===== config.mk =====
export PLATFORM = sky130hd
export DESIGN_NAME = square_wave_note_sequencer_unit
export DESIGN_NICKNAME = d
export VERILOG_FILES = /design/src/hw/rtl/swns_pkg.sv /design/src/hw/rtl/square_wave_note_sequencer_unit.sv
export SDC_FILE = /design/constraint.sdc
export NUM_CORES = 2
export LEC_CHECK = 0
export BUFFER_PORTS_ARGS = -buffer_cell sky130_fd_sc_hd__buf_2
export CORE_MARGIN = 2
export CORE_UTILIZATION = 35
export CTS_CLUSTER_DIAMETER = 40
export DETAILED_ROUTE_END_ITERATION = 16
export PLACE_DENSITY_LB_ADDON = 0.05
export SYNTH_ARGS = -nofsm -noshare
export SYNTH_HDL_FRONTEND = slang
export SYNTH_SLANG_ARGS = --single-unit

===== constraint.sdc =====
create_clock -name clock -period 5.4 [get_ports clock]
set_clock_uncertainty 0.2 [all_clocks]
set_input_delay 0.81 -clock clock [delete_from_list [all_inputs] [get_ports clock]]
set_output_delay 0.81 -clock clock [all_outputs]
set_load 0.02 [all_outputs]

===== src/hw/rtl/swns_pkg.sv =====
`default_nettype none
// ----------------------------------------------------------------------------
// swns_pkg
// Shared types and constants of the square-wave note sequencer: command
// codes, item structs, controller states and fixed sizes.
// ----------------------------------------------------------------------------
package swns_pkg;

   // note table geometry
   localparam int NOTE_DEPTH = 64;
   localparam int NOTE_AW    = $clog2(NOTE_DEPTH);

   // period divider: one quotient bit per cycle
   localparam int DIV_STEPS  = 16;
   localparam int DIV_CNT_W  = $clog2(DIV_STEPS);

   // command codes
   localparam logic [2:0] CMD_TICK = 3'd0;
   localparam logic [2:0] CMD_LOAD = 3'd1;
   localparam logic [2:0] CMD_PLAY = 3'd2;
   localparam logic [2:0] CMD_STOP = 3'd3;
   localparam logic [2:0] CMD_MUTE = 3'd4;

   // register indexes
   localparam logic CSR_SAMPLE_RATE = 1'b0;
   localparam logic CSR_TAIL_MS     = 1'b1;

   // reset values and fixed levels
   localparam logic [15:0]        RATE_RESET   = 16'd22050;
   localparam logic [7:0]         TAIL_RESET   = 8'd25;
   localparam logic [15:0]        PERIOD_MIN   = 16'd2;
   localparam logic [16:0]        MS_STEP      = 17'd1000;
   localparam logic signed [13:0] AMP_POS      = 14'sd6000;
   localparam logic signed [13:0] AMP_NEG      = -14'sd6000;

   typedef struct packed {
      logic [2:0]  command;
      logic [5:0]  note_index;
      logic [15:0] note_hz;
      logic [15:0] note_ms;
      logic [6:0]  song_length;
      logic        repeat_req;
   } req_type;

   typedef struct packed {
      logic signed [13:0] sample;
      logic               sample_valid;
      logic               playing;
      logic               muted;
   } rsp_type;

   typedef enum logic [2:0] {
      S_IDLE,
      S_EXEC,
      S_MS,
      S_NEXT,
      S_FETCH,
      S_DIV,
      S_DONE
   } state_type;

endpackage
`default_nettype wire


===== src/hw/rtl/square_wave_note_sequencer_unit.sv =====
`default_nettype none
// ----------------------------------------------------------------------------
// square_wave_note_sequencer_unit
// Monophonic square-wave melody player with a 64-entry note table in RAM,
// a millisecond sequencer and an iterative tone period divider.
// ----------------------------------------------------------------------------
// An item is taken when start is high and busy is low, and exactly one result
// comes back on rsp_item, marked by rsp_valid for a single cycle; the receiver
// cannot stall it, so it must take the result in that cycle. Load, stop, toggle
// mute, play of an empty song and unknown commands go from S_EXEC straight to
// S_DONE, where the result is strobed; a sample tick that passes no note
// boundary goes through S_MS as well. No new item is taken until the result is
// strobed and the block is back in S_IDLE. Starting a note (play, or a tick that
// ends a tail) adds S_NEXT to check the song end, S_FETCH after a registered
// table RAM read and, unless the note is a rest, S_DIV for the restoring period
// divider, which produces one quotient bit per cycle. The note table has no
// reset; configuration writes are always ready and take effect at once.
// ----------------------------------------------------------------------------
module square_wave_note_sequencer_unit (
   input  wire                clock,
   input  wire                reset,
   input  wire                start,
   output logic               busy,
   input  swns_pkg::req_type  req_item,
   output logic               rsp_valid,
   output swns_pkg::rsp_type  rsp_item,
   input  wire                csr_valid,
   output logic               csr_ready,
   input  wire                csr_index,
   input  wire  [15:0]        csr_data
);
   import swns_pkg::*;

   // controller and sequencer state
   state_type state_ff, state_in;
   req_type   req_ff, req_in;
   logic [15:0] rate_ff, rate_in;
   logic [7:0]  tail_ff, tail_in;
   logic [6:0]  pos_ff, pos_in;
   logic [6:0]  count_ff, count_in;
   logic        loop_ff, loop_in;
   logic        active_ff, active_in;
   logic        mute_ff, mute_in;
   logic        in_tail_ff, in_tail_in;
   logic [15:0] ms_left_ff, ms_left_in;
   logic [15:0] acc_ff, acc_in;
   logic [16:0] acc_sum_ff, acc_sum_in;
   logic        tone_on_ff, tone_on_in;
   logic [15:0] period_ff, period_in;
   logic [15:0] phase_ff, phase_in;
   logic signed [13:0] sample_ff, sample_in;
   logic        tick_ff, tick_in;

   // divider
   logic [16:0]          rem_ff, rem_in;
   logic [15:0]          quo_ff, quo_in;
   logic [15:0]          div_hz_ff, div_hz_in;
   logic [DIV_CNT_W-1:0] div_cnt_ff, div_cnt_in;

   // note table RAM
   logic [31:0]        note_mem [NOTE_DEPTH];
   logic [31:0]        rd_data_ff;
   logic [NOTE_AW-1:0] rd_addr;
   logic               mem_we;

   // helpers
   logic [15:0] eff_rate;
   logic [16:0] rate_ext;
   logic [16:0] acc_diff;
   logic [15:0] ms_dec;
   logic [15:0] phase_inc;
   logic [16:0] div_shift;
   logic [16:0] div_diff;
   logic [15:0] quo_next;
   logic [15:0] fetch_hz;
   logic [15:0] fetch_ms;
   logic [15:0] tail_ext;
   logic        pos_end;

   assign eff_rate  = (rate_ff == 16'd0) ? 16'd1 : rate_ff;
   assign rate_ext  = {1'b0, eff_rate};
   assign acc_diff  = acc_sum_ff - rate_ext;
   assign ms_dec    = (ms_left_ff != 16'd0) ? ms_left_ff - 16'd1 : 16'd0;
   assign phase_inc = phase_ff + 16'd1;
   assign div_shift = {rem_ff[15:0], quo_ff[15]};
   assign div_diff  = div_shift - {1'b0, div_hz_ff};
   assign quo_next  = {quo_ff[14:0], ~div_diff[16]};
   assign fetch_hz  = rd_data_ff[15:0];
   assign fetch_ms  = rd_data_ff[31:16];
   assign tail_ext  = {8'd0, tail_ff};
   assign pos_end   = (pos_ff >= count_ff);

   assign busy      = (state_ff != S_IDLE);
   assign rsp_valid = (state_ff == S_DONE);
   assign csr_ready = 1'b1;

   always_comb begin
      rsp_item.sample       = sample_ff;
      rsp_item.sample_valid = tick_ff;
      rsp_item.playing      = active_ff;
      rsp_item.muted        = mute_ff;
   end

   // next state and datapath
   always_comb begin
      state_in   = state_ff;
      req_in     = req_ff;
      rate_in    = rate_ff;
      tail_in    = tail_ff;
      pos_in     = pos_ff;
      count_in   = count_ff;
      loop_in    = loop_ff;
      active_in  = active_ff;
      mute_in    = mute_ff;
      in_tail_in = in_tail_ff;
      ms_left_in = ms_left_ff;
      acc_in     = acc_ff;
      acc_sum_in = acc_sum_ff;
      tone_on_in = tone_on_ff;
      period_in  = period_ff;
      phase_in   = phase_ff;
      sample_in  = sample_ff;
      tick_in    = tick_ff;
      rem_in     = rem_ff;
      quo_in     = quo_ff;
      div_hz_in  = div_hz_ff;
      div_cnt_in = div_cnt_ff;
      rd_addr    = pos_ff[NOTE_AW-1:0];
      mem_we     = 1'b0;

      // configuration writes
      if (csr_valid) begin
         unique case (csr_index)
            CSR_SAMPLE_RATE: rate_in = csr_data;
            CSR_TAIL_MS:     tail_in = csr_data[7:0];
            default:         ;
         endcase
      end

      unique case (state_ff)
         S_IDLE: begin
            if (start) begin
               req_in   = req_item;
               state_in = S_EXEC;
            end
         end

         S_EXEC: begin
            sample_in = '0;
            tick_in   = 1'b0;
            state_in  = S_DONE;
            unique case (req_ff.command)
               CMD_TICK: begin
                  tick_in = 1'b1;
                  if (tone_on_ff && !mute_ff) begin
                     sample_in = (phase_ff < (period_ff >> 1)) ? AMP_POS : AMP_NEG;
                     phase_in  = (phase_inc >= period_ff) ? 16'd0 : phase_inc;
                  end
                  acc_sum_in = {1'b0, acc_ff} + MS_STEP;
                  state_in   = S_MS;
               end
               CMD_LOAD: begin
                  mem_we = (32'(req_ff.note_index) < NOTE_DEPTH);
               end
               CMD_PLAY: begin
                  count_in   = (req_ff.song_length > 7'(NOTE_DEPTH)) ?
                               7'(NOTE_DEPTH) : req_ff.song_length;
                  loop_in    = req_ff.repeat_req;
                  active_in  = 1'b1;
                  pos_in     = '0;
                  acc_in     = '0;
                  in_tail_in = 1'b0;
                  ms_left_in = '0;
                  if (req_ff.song_length == 7'd0) begin
                     tone_on_in = 1'b0;
                     period_in  = PERIOD_MIN;
                     phase_in   = '0;
                  end else begin
                     state_in = S_NEXT;
                  end
               end
               CMD_STOP: begin
                  active_in  = 1'b0;
                  in_tail_in = 1'b0;
                  ms_left_in = '0;
                  tone_on_in = 1'b0;
                  period_in  = PERIOD_MIN;
                  phase_in   = '0;
               end
               CMD_MUTE: begin
                  mute_in = ~mute_ff;
               end
               default: ;
            endcase
         end

         // settle the accumulator, then step one millisecond
         S_MS: begin
            state_in = S_DONE;
            if (acc_sum_ff >= rate_ext) begin
               acc_in = (acc_diff >= rate_ext) ? 16'd0 : acc_diff[15:0];
               if (active_ff && count_ff != 7'd0) begin
                  ms_left_in = ms_dec;
                  if (ms_dec == 16'd0) begin
                     if (!in_tail_ff) begin
                        in_tail_in = 1'b1;
                        ms_left_in = tail_ext;
                        tone_on_in = 1'b0;
                        period_in  = PERIOD_MIN;
                        phase_in   = '0;
                     end else begin
                        state_in = S_NEXT;
                     end
                  end
               end
            end else begin
               acc_in = acc_sum_ff[15:0];
            end
         end

         // wrap or end the song, else read the next note
         S_NEXT: begin
            if (pos_end && !loop_ff) begin
               active_in  = 1'b0;
               in_tail_in = 1'b0;
               ms_left_in = '0;
               tone_on_in = 1'b0;
               period_in  = PERIOD_MIN;
               phase_in   = '0;
               state_in   = S_DONE;
            end else begin
               if (pos_end) begin
                  rd_addr = '0;
                  pos_in  = '0;
               end
               state_in = S_FETCH;
            end
         end

         // load the hold time and, unless the note is a rest, launch the period divide
         S_FETCH: begin
            pos_in     = pos_ff + 7'd1;
            ms_left_in = (fetch_ms > tail_ext) ? fetch_ms - tail_ext : fetch_ms;
            in_tail_in = 1'b0;
            phase_in   = '0;
            if (fetch_hz == 16'd0) begin
               tone_on_in = 1'b0;
               period_in  = PERIOD_MIN;
               state_in   = S_DONE;
            end else begin
               rem_in     = '0;
               quo_in     = eff_rate;
               div_hz_in  = fetch_hz;
               div_cnt_in = '0;
               state_in   = S_DIV;
            end
         end

         // one restoring step per cycle
         S_DIV: begin
            rem_in     = div_diff[16] ? div_shift : div_diff;
            quo_in     = quo_next;
            div_cnt_in = div_cnt_ff + 1'b1;
            if (div_cnt_ff == DIV_CNT_W'(DIV_STEPS - 1)) begin
               tone_on_in = 1'b1;
               period_in  = (quo_next < PERIOD_MIN) ? PERIOD_MIN : quo_next;
               state_in   = S_DONE;
            end
         end

         S_DONE: begin
            state_in = S_IDLE;
         end

         default: state_in = S_IDLE;
      endcase
   end

   // control registers
   always_ff @(posedge clock) begin
      if (reset) begin
         state_ff   <= S_IDLE;
         rate_ff    <= RATE_RESET;
         tail_ff    <= TAIL_RESET;
         pos_ff     <= '0;
         count_ff   <= '0;
         loop_ff    <= 1'b0;
         active_ff  <= 1'b0;
         mute_ff    <= 1'b0;
         in_tail_ff <= 1'b0;
         ms_left_ff <= '0;
         acc_ff     <= '0;
         tone_on_ff <= 1'b0;
         period_ff  <= PERIOD_MIN;
         phase_ff   <= '0;
         tick_ff    <= 1'b0;
         sample_ff  <= '0;
         div_cnt_ff <= '0;
      end else begin
         state_ff   <= state_in;
         rate_ff    <= rate_in;
         tail_ff    <= tail_in;
         pos_ff     <= pos_in;
         count_ff   <= count_in;
         loop_ff    <= loop_in;
         active_ff  <= active_in;
         mute_ff    <= mute_in;
         in_tail_ff <= in_tail_in;
         ms_left_ff <= ms_left_in;
         acc_ff     <= acc_in;
         tone_on_ff <= tone_on_in;
         period_ff  <= period_in;
         phase_ff   <= phase_in;
         tick_ff    <= tick_in;
         sample_ff  <= sample_in;
         div_cnt_ff <= div_cnt_in;
      end
   end

   // payload registers
   always_ff @(posedge clock) begin
      req_ff     <= req_in;
      acc_sum_ff <= acc_sum_in;
      rem_ff     <= rem_in;
      quo_ff     <= quo_in;
      div_hz_ff  <= div_hz_in;
   end

   // note table: one write port, one registered read port
   always_ff @(posedge clock) begin
      if (mem_we) begin
         note_mem[req_ff.note_index[NOTE_AW-1:0]] <= {req_ff.note_ms, req_ff.note_hz};
      end
      rd_data_ff <= note_mem[rd_addr];
   end

   // checks
   a_one_result: assert property (@(posedge clock) disable iff (reset)
      rsp_valid |=> !rsp_valid)
      else $error("result strobe held longer than one cycle");

   a_accept_busy: assert property (@(posedge clock) disable iff (reset)
      (start && !busy) |=> busy)
      else $error("accepted item did not raise busy");

   a_period_min: assert property (@(posedge clock) disable iff (reset)
      period_ff >= PERIOD_MIN)
      else $error("tone period below minimum");

   a_phase_range: assert property (@(posedge clock) disable iff (reset)
      tone_on_ff |-> (phase_ff < period_ff))
      else $error("wave phase outside tone period");

   a_silent_sample: assert property (@(posedge clock) disable iff (reset)
      (rsp_valid && !rsp_item.sample_valid) |-> (rsp_item.sample == 14'sd0))
      else $error("non-tick result carries a sample");

endmodule
`default_nettype wire


# ---- Word level (Yosys, flattened, before mapping)
# Memory sizes are Yosys's and may differ from the RTL's. A register that Yosys moved wholly into a read port is not among the register bits.
# Index checks and enable logic that the tools add are counted.
dict set report word_totals {
  ramBits 2048
  n_memories 1
  rom_bits 0
  input_bits 70
  reg_bits 243
  latch_bits 0
}
# name words width read_ports rd_clocked_by_memory_dff write_ports line_no
set memory_table {}
lappend memory_table {note_mem 64 32 1 1 1 square_wave_note_sequencer_unit.sv:61} ;# logic [31:0] note_mem [NOTE_DEPTH];
dict set report op_classes {
  n_bitwise 4
  n_addsub 8
  shifts 0
  n_div 0
  n_mux 85
  reduce_logical 37
  eq_ne 28
  multipliers 0
  magnitude_cmp 8
}
# operator count
set ops {}
lappend ops {{2-to-1 mux 16 bit} 31}
lappend ops {{case mux 16 bit (2 select lines)} 4}
lappend ops {{case mux 16 bit (4 select lines)} 2}
lappend ops {{case mux 16 bit (5 select lines)} 1}
lappend ops {{logical NOT 16 bit} 3}
lappend ops {{case mux 16 bit (3 select lines)} 1}
lappend ops {{2-to-1 mux 14 bit} 3}
lappend ops {{>= comparator 17 x 16 -> 1 bit} 2}
lappend ops {{subtractor 17 x 16 -> 17 bit} 2}
lappend ops {{2-to-1 mux 7 bit} 4}
lappend ops {{inequality test 2 bit (second input constant)} 13}
lappend ops {{2-to-1 mux 3 bit} 7}
lappend ops {{case mux 7 bit (3 select lines)} 1}
lappend ops {{AND reduction 2 bit} 10}
lappend ops {{2-to-1 mux 6 bit} 3}
lappend ops {{case mux 3 bit (6 select lines)} 1}
lappend ops {{adder 16 x 10 -> 17 bit (second input constant)} 1}
lappend ops {{2-to-1 mux 1 bit} 17}
lappend ops {{adder 16 x 1 -> 16 bit (second input constant)} 1}
lappend ops {{>= comparator 16 bit} 1}
lappend ops {{> comparator 16 x 8 -> 1 bit} 1}
lappend ops {{< comparator 16 x 15 -> 1 bit} 1}
lappend ops {{< comparator 16 x 2 -> 1 bit (second input constant)} 1}
lappend ops {{nonzero test 16 bit} 1}
lappend ops {{other kinds (37)} 58}

# ---- Logic depth before layout (Yosys ltp)
dict set report logic_depth {
  word_depth 7
  ltp_mapped 22
  ltp_nobuf 21
}

# ---- Worst setup path before layout
# Ideal clock, no wire load.
dict set report synth_timing {
  path_kind {register -> register}
  start {register rate_ff[7]}
  end {register acc_ff[10]}
  path_slack_ns 1.244
  required_time_ns 5.126
  stages_incl_launch_ff 21
  arrival_ns 3.881
  cell_sequence {dfxtp_1 > nor4_1 > a41oi_1 > inv_1 > ha_1 > fa_1 > nor2b_1 > o21ai_0 > a211oi_1 > o31ai_1 > nand2b_1 > a21oi_1 > xor2_1 > inv_1 > ha_1 > and4_1 > a2111oi_0 > and4_1 > nand3_1 > clkbuf_1 > o21ai_0}
}
dict set report synth_between {
  elab_chain_cells 7
  elab_cells_between_ends 8
}
# element line_no
set synth_rtl {}
lappend synth_rtl {{start, declared} square_wave_note_sequencer_unit.sv:37} ;# logic [15:0] rate_ff, rate_in;
lappend synth_rtl {{start signal, assigned} square_wave_note_sequencer_unit.sv:301} ;# rate_ff <= rate_in;
lappend synth_rtl {{logical NOT 16 bit} square_wave_note_sequencer_unit.sv:80} ;# assign eff_rate = (rate_ff == 16'd0) ? 16'd1 : rate_ff;
lappend synth_rtl {{2-to-1 mux 16 bit *} square_wave_note_sequencer_unit.sv:80}
lappend synth_rtl {{subtractor 17 x 16 -> 17 bit} square_wave_note_sequencer_unit.sv:82} ;# assign acc_diff = acc_sum_ff - rate_ext;
lappend synth_rtl {{>= comparator 17 x 16 -> 1 bit} square_wave_note_sequencer_unit.sv:201} ;# acc_in = (acc_diff >= rate_ext) ? 16'd0 : acc_diff[15:0];
lappend synth_rtl {{2-to-1 mux 16 bit} square_wave_note_sequencer_unit.sv:201}
lappend synth_rtl {{2-to-1 mux 16 bit *} square_wave_note_sequencer_unit.sv:200} ;# if (acc_sum_ff >= rate_ext) begin
lappend synth_rtl {{case mux 16 bit (2 select lines) *} square_wave_note_sequencer_unit.sv:140} ;# unique case (state_ff)
lappend synth_rtl {{end signal, assigned} square_wave_note_sequencer_unit.sv:310} ;# acc_ff <= acc_in;
lappend synth_rtl {{end, declared} square_wave_note_sequencer_unit.sv:46} ;# logic [15:0] acc_ff, acc_in;
# Mark *: on every way between the ends. The rest lies on a longest branch, timed or not.
# A chain may end at the register's enable or synchronous reset.

# ---- Worst setup path after layout
dict set report layout_timing {
  start {register rate_ff[4]}
  end {register acc_ff[0]}
}
# Same word-level chain as after synthesis.

==> impl_metrics.json <==
{
  "status": "finished, violations left",
  "violations": "DRC",
  "worst_slew_pin_slew_ps": 1170,
  "rsz0062_at_grt": "no",
  "place_ws_ps": 670,
  "path_buf_inv": 3,
  "max_stage_delay_ps": 360,
  "cts_tree": "yes",
  "grt.overflow.total": 0,
  "fin_nets": 6296,
  "synthTopCellsByArea": "edfxtp_1 (70%), mux4_2 (6.2%), dfxtp_1 (3.2%)",
  "leakage_nw": 36.6,
  "yosys-top-cells-count": "edfxtp_1 (2162), clkbuf_1 (317), o21ai_0 (285), mux4_2 (256), nor2_1 (237)",
  "start_kind": "flip-flop",
  "worstSetupPathType": "reg -> reg",
  "grt_start_max_net_pins": 131,
  "synth_area_per_cell_sq_um": 16.4,
  "min_from": "csr_valid",
  "grt_pass1_wl_mm": 428,
  "max_freq_ghz": 0.211,
  "cts.clk_slew.worst_paths_ps": 50,
  "crit_start": "rate_ff[4]",
  "synthCells": 5684,
  "dieArea_sq_um": 270000,
  "initial_core_util_pct": 35.2,
  "cpMaxStageDelayCell": "a2111oi_0",
  "path_delay_family": "compound AO/OA/AOI/OAI gates",
  "powerDensity_nw_per_um2": 496,
  "fin_cells": 10000,
  "yosysSeqAreaShare_pct": 72.9,
  "total_power_mw": 56.7,
  "synthMuxAreaShare_pct": 9.02,
  "clockBufferDepth": 4,
  "synthesis.area_sq_um": 93200,
  "crit_path_end_kind": "flip-flop",
  "dp_cells": 9185,
  "m1WireLength_mm": 137,
  "synth_ff_type": "edfxtp_1",
  "io_buffers": 84,
  "yosys.area_share.simple_pct": 5.75,
  "finalWorstSetupSlack_ps": 658,
  "synth_edf_count": 2162,
  "hold_class": "in -> reg",
  "peakVddDrop_mv": 0.310,
  "cp.arrival_ps": 5350,
  "maxSlewHeadroom_pct": 22.3,
  "ys_ff_latch": 2312,
  "cp_cell_sequence": "nor4_1 -> a41oi_1 -> inv_1 -> ha_1 -> fa_1 -> nor2b_1 -> o21ai_0 -> a211oi_1 -> o31ai_1 -> nand2b_1 -> a21oi_1 -> xor2_1 -> inv_1 -> ha_1 -> and4_1 -> a2111oi_0 -> and4_1 -> nand3_1 -> buf_4 -> o21ai_0",
  "post_cts_resized": 0,
  "nFillCells": 23500,
  "dr_wl_met3_mm": 14.4,
  "worstPathMaxFanout": 12,
  "dpl.hpwl_mm": 177,
  "areaGrowthSynthToFinish_pct": 22.7,
  "antenna_found_initial": 18,
  "hold_viol": 0,
  "synth_top_area_share_pct": 69.6,
  "period_share_pct": 87.8,
  "synth-xor-area-share_pct": 0.620,
  "vias": 54700,
  "rows": 189,
  "async_reset_ff_share_pct": 0,
  "min_period_ps": 4740,
  "r2r-start": "rate_ff[4]",
  "yosysTopAreaCell": "edfxtp_1",
  "postRouteAntennaNets": 0,
  "drc": 28,
  "drtIter0Drc": 4604,
  "drive_gt1_share_pct": 23.4,
  "dr.pass1.iters": 14,
  "grt_use_total_pct": 22.2,
  "root_buffer": "clkbuf_16",
  "die_w_microns": 520,
  "place.gp.congestion": 0.808,
  "dr_wl_met2_mm": 146,
  "core_area_sq_um": 265000,
  "maxCapViolations": 0,
  "setup_violations": 0,
  "finalSetupTns_ps": 0,
  "clk_latency_ps": 940,
  "synth_top_family_by_area": "multiplexers",
  "boundaryPins": 90,
  "fp.dieH_microns": 520,
  "grt_pass1_vias": 54900,
  "synthAdderAreaFrac_pct": 1.38,
  "cts_buffers": 406,
  "dr.max_layer_used": "met5",
  "post_synth_num_cell_types": 79,
  "cp.required_ps": 6010,
  "cts_sinks": 2312,
  "yosysMostFrequentCell": "edfxtp_1",
  "yosys_warnings": 0,
  "post_cts_buffers": 0,
  "drt-total-wl_mm": 306,
  "h-tree-depth": 5,
  "synth_compound_area_share_pct": 8.34,
  "post_drt_wl_per_cell_microns": 30.5,
  "reg2reg_slack_ps": 660,
  "viasPerCell": 5.46,
  "finalMaxSlewViolations": 0,
  "whs_ps": 200
}
-- final cells by class --
cell class / instances / area, sq um / area share [%]
Tap cell: 3533 / 4420 / 3.87
Clock buffer: 464 / 10600 / 9.25
Inverter: 117 / 439 / 0.384
Antenna cell: 6 / 15.0 / 0.0131
Clock inverter: 298 / 3700 / 3.24
Timing Repair Buffer: 397 / 3200 / 2.79
Multi-Input combinational cell: 2891 / 24100 / 21.1
Sequential cell: 2312 / 67900 / 59.4
-- what timing repair did --
| item | in CTS | in global routing |
|---|---|---|
| hold buffers | 65 | 0 |
| endpoints found under the hold margin | 71 | 0 |
| endpoints found under the setup margin | 0 | 0 |
-- placed cells by master (no fill, tap or decap), drive strengths merged, types with 50 or more instances in the layout --
| cell type | netlist | final |
|---|---|---|
| a221oi | 98 | 98 |
| ha | 98 | 98 |
| bufinv | 0 | 57 |
| nand3 | 171 | 171 |
| or3 | 52 | 52 |
| o21ai | 290 | 290 |
| nand4 | 116 | 116 |
| o22ai | 68 | 68 |
| a22oi | 50 | 50 |
| dfxtp | 150 | 150 |
| nor2 | 237 | 237 |
| mux2i | 112 | 112 |
| nor3 | 78 | 78 |
| clkbuf | 317 | 464 |
| clkinv | 1 | 153 |
| a31oi | 68 | 68 |
| inv | 116 | 151 |
| nand2b | 53 | 53 |
| mux4 | 256 | 256 |
| dlygate4sd3 | 0 | 65 |
| buf | 50 | 332 |
| nand2 | 230 | 230 |
| a211oi | 52 | 52 |
| clkinvlp | 0 | 54 |
| mux2 | 135 | 135 |
| edfxtp | 2162 | 2162 |
| nor2b | 50 | 50 |
| a21oi | 157 | 157 |
-- registers in the layout, summed over array words and instances (netlist names), 4 cells and up --
| signal | flops |
|---|---|
| acc_ff | 16 |
| acc_sum_ff | 17 |
| count_ff | 7 |
| div_cnt_ff | 4 |
| div_hz_ff | 16 |
| ms_left_ff | 16 |
| note_mem | 2048 |
| period_ff | 16 |
| phase_ff | 16 |
| pos_ff | 7 |
| quo_ff | 16 |
| rate_ff | 16 |
| rd_data_ff | 32 |
| rem_ff | 16 |
| req_ff | 49 |
| tail_ff | 8 |
-- worst paths after layout --
check,to,cells after the start
worst max register to register,acc_ff[0],20
worst min-delay path,tail_ff[5],4
worst min register to register,acc_sum_ff[0],0
worst max-delay path,acc_ff[0],20
-- kinds of logic (layout without fill, tap and decap cells) --
| group | Yosys count | after routing |
|---|---|---|
| compound gates | 1135 | 1135 |
| flops | 2312 | 2312 |
| buf+inv | 484 | 1276 |
| xor+xnor | 66 | 66 |
| other cells | 2 | 11 |
| simple gates | 1081 | 1081 |
| fa+ha+maj | 101 | 101 |
| mux | 503 | 503 |
-- tightest hold or removal path: cells and delay by family --
kind,cells,cell delay (ps)
AOI/OAI and AO/OA,1,60
buffers and inverters,1,110
and+or+nand+nor,2,270
-- routing by layer --
| metal | vias to the layer above | global-route usage [%] |
|---|---|---|
| li1 | 24000 | - |
| met1 | 28800 | 30.7 |
| met2 | 1519 | 36.3 |
| met3 | 400 | 3.08 |
| met4 | 2 | 6.52 |
| met5 | - | 0 |
-- through the flow --
stage / instance area [sq um] / utilization [%]
floorplan: 93200 / -
global placement: 99400 / 37.5
detailed placement: 99400 / 37.5
CTS: 114000 / 43.1
global route: 114000 / 43.1
finish: 114000 / 43.1
-- power breakdown --
group | switching [mW] | leakage, nW | internal, mW | total [mW]
clock network | 9.44 | 6.80 | 17.0 | 26.4
logic | 5.87 | 9.07 | 2.86 | 8.73
registers | 0.584 | 20.7 | 21.0 | 21.6
Note: power is estimated with default switching activity, not from simulation.
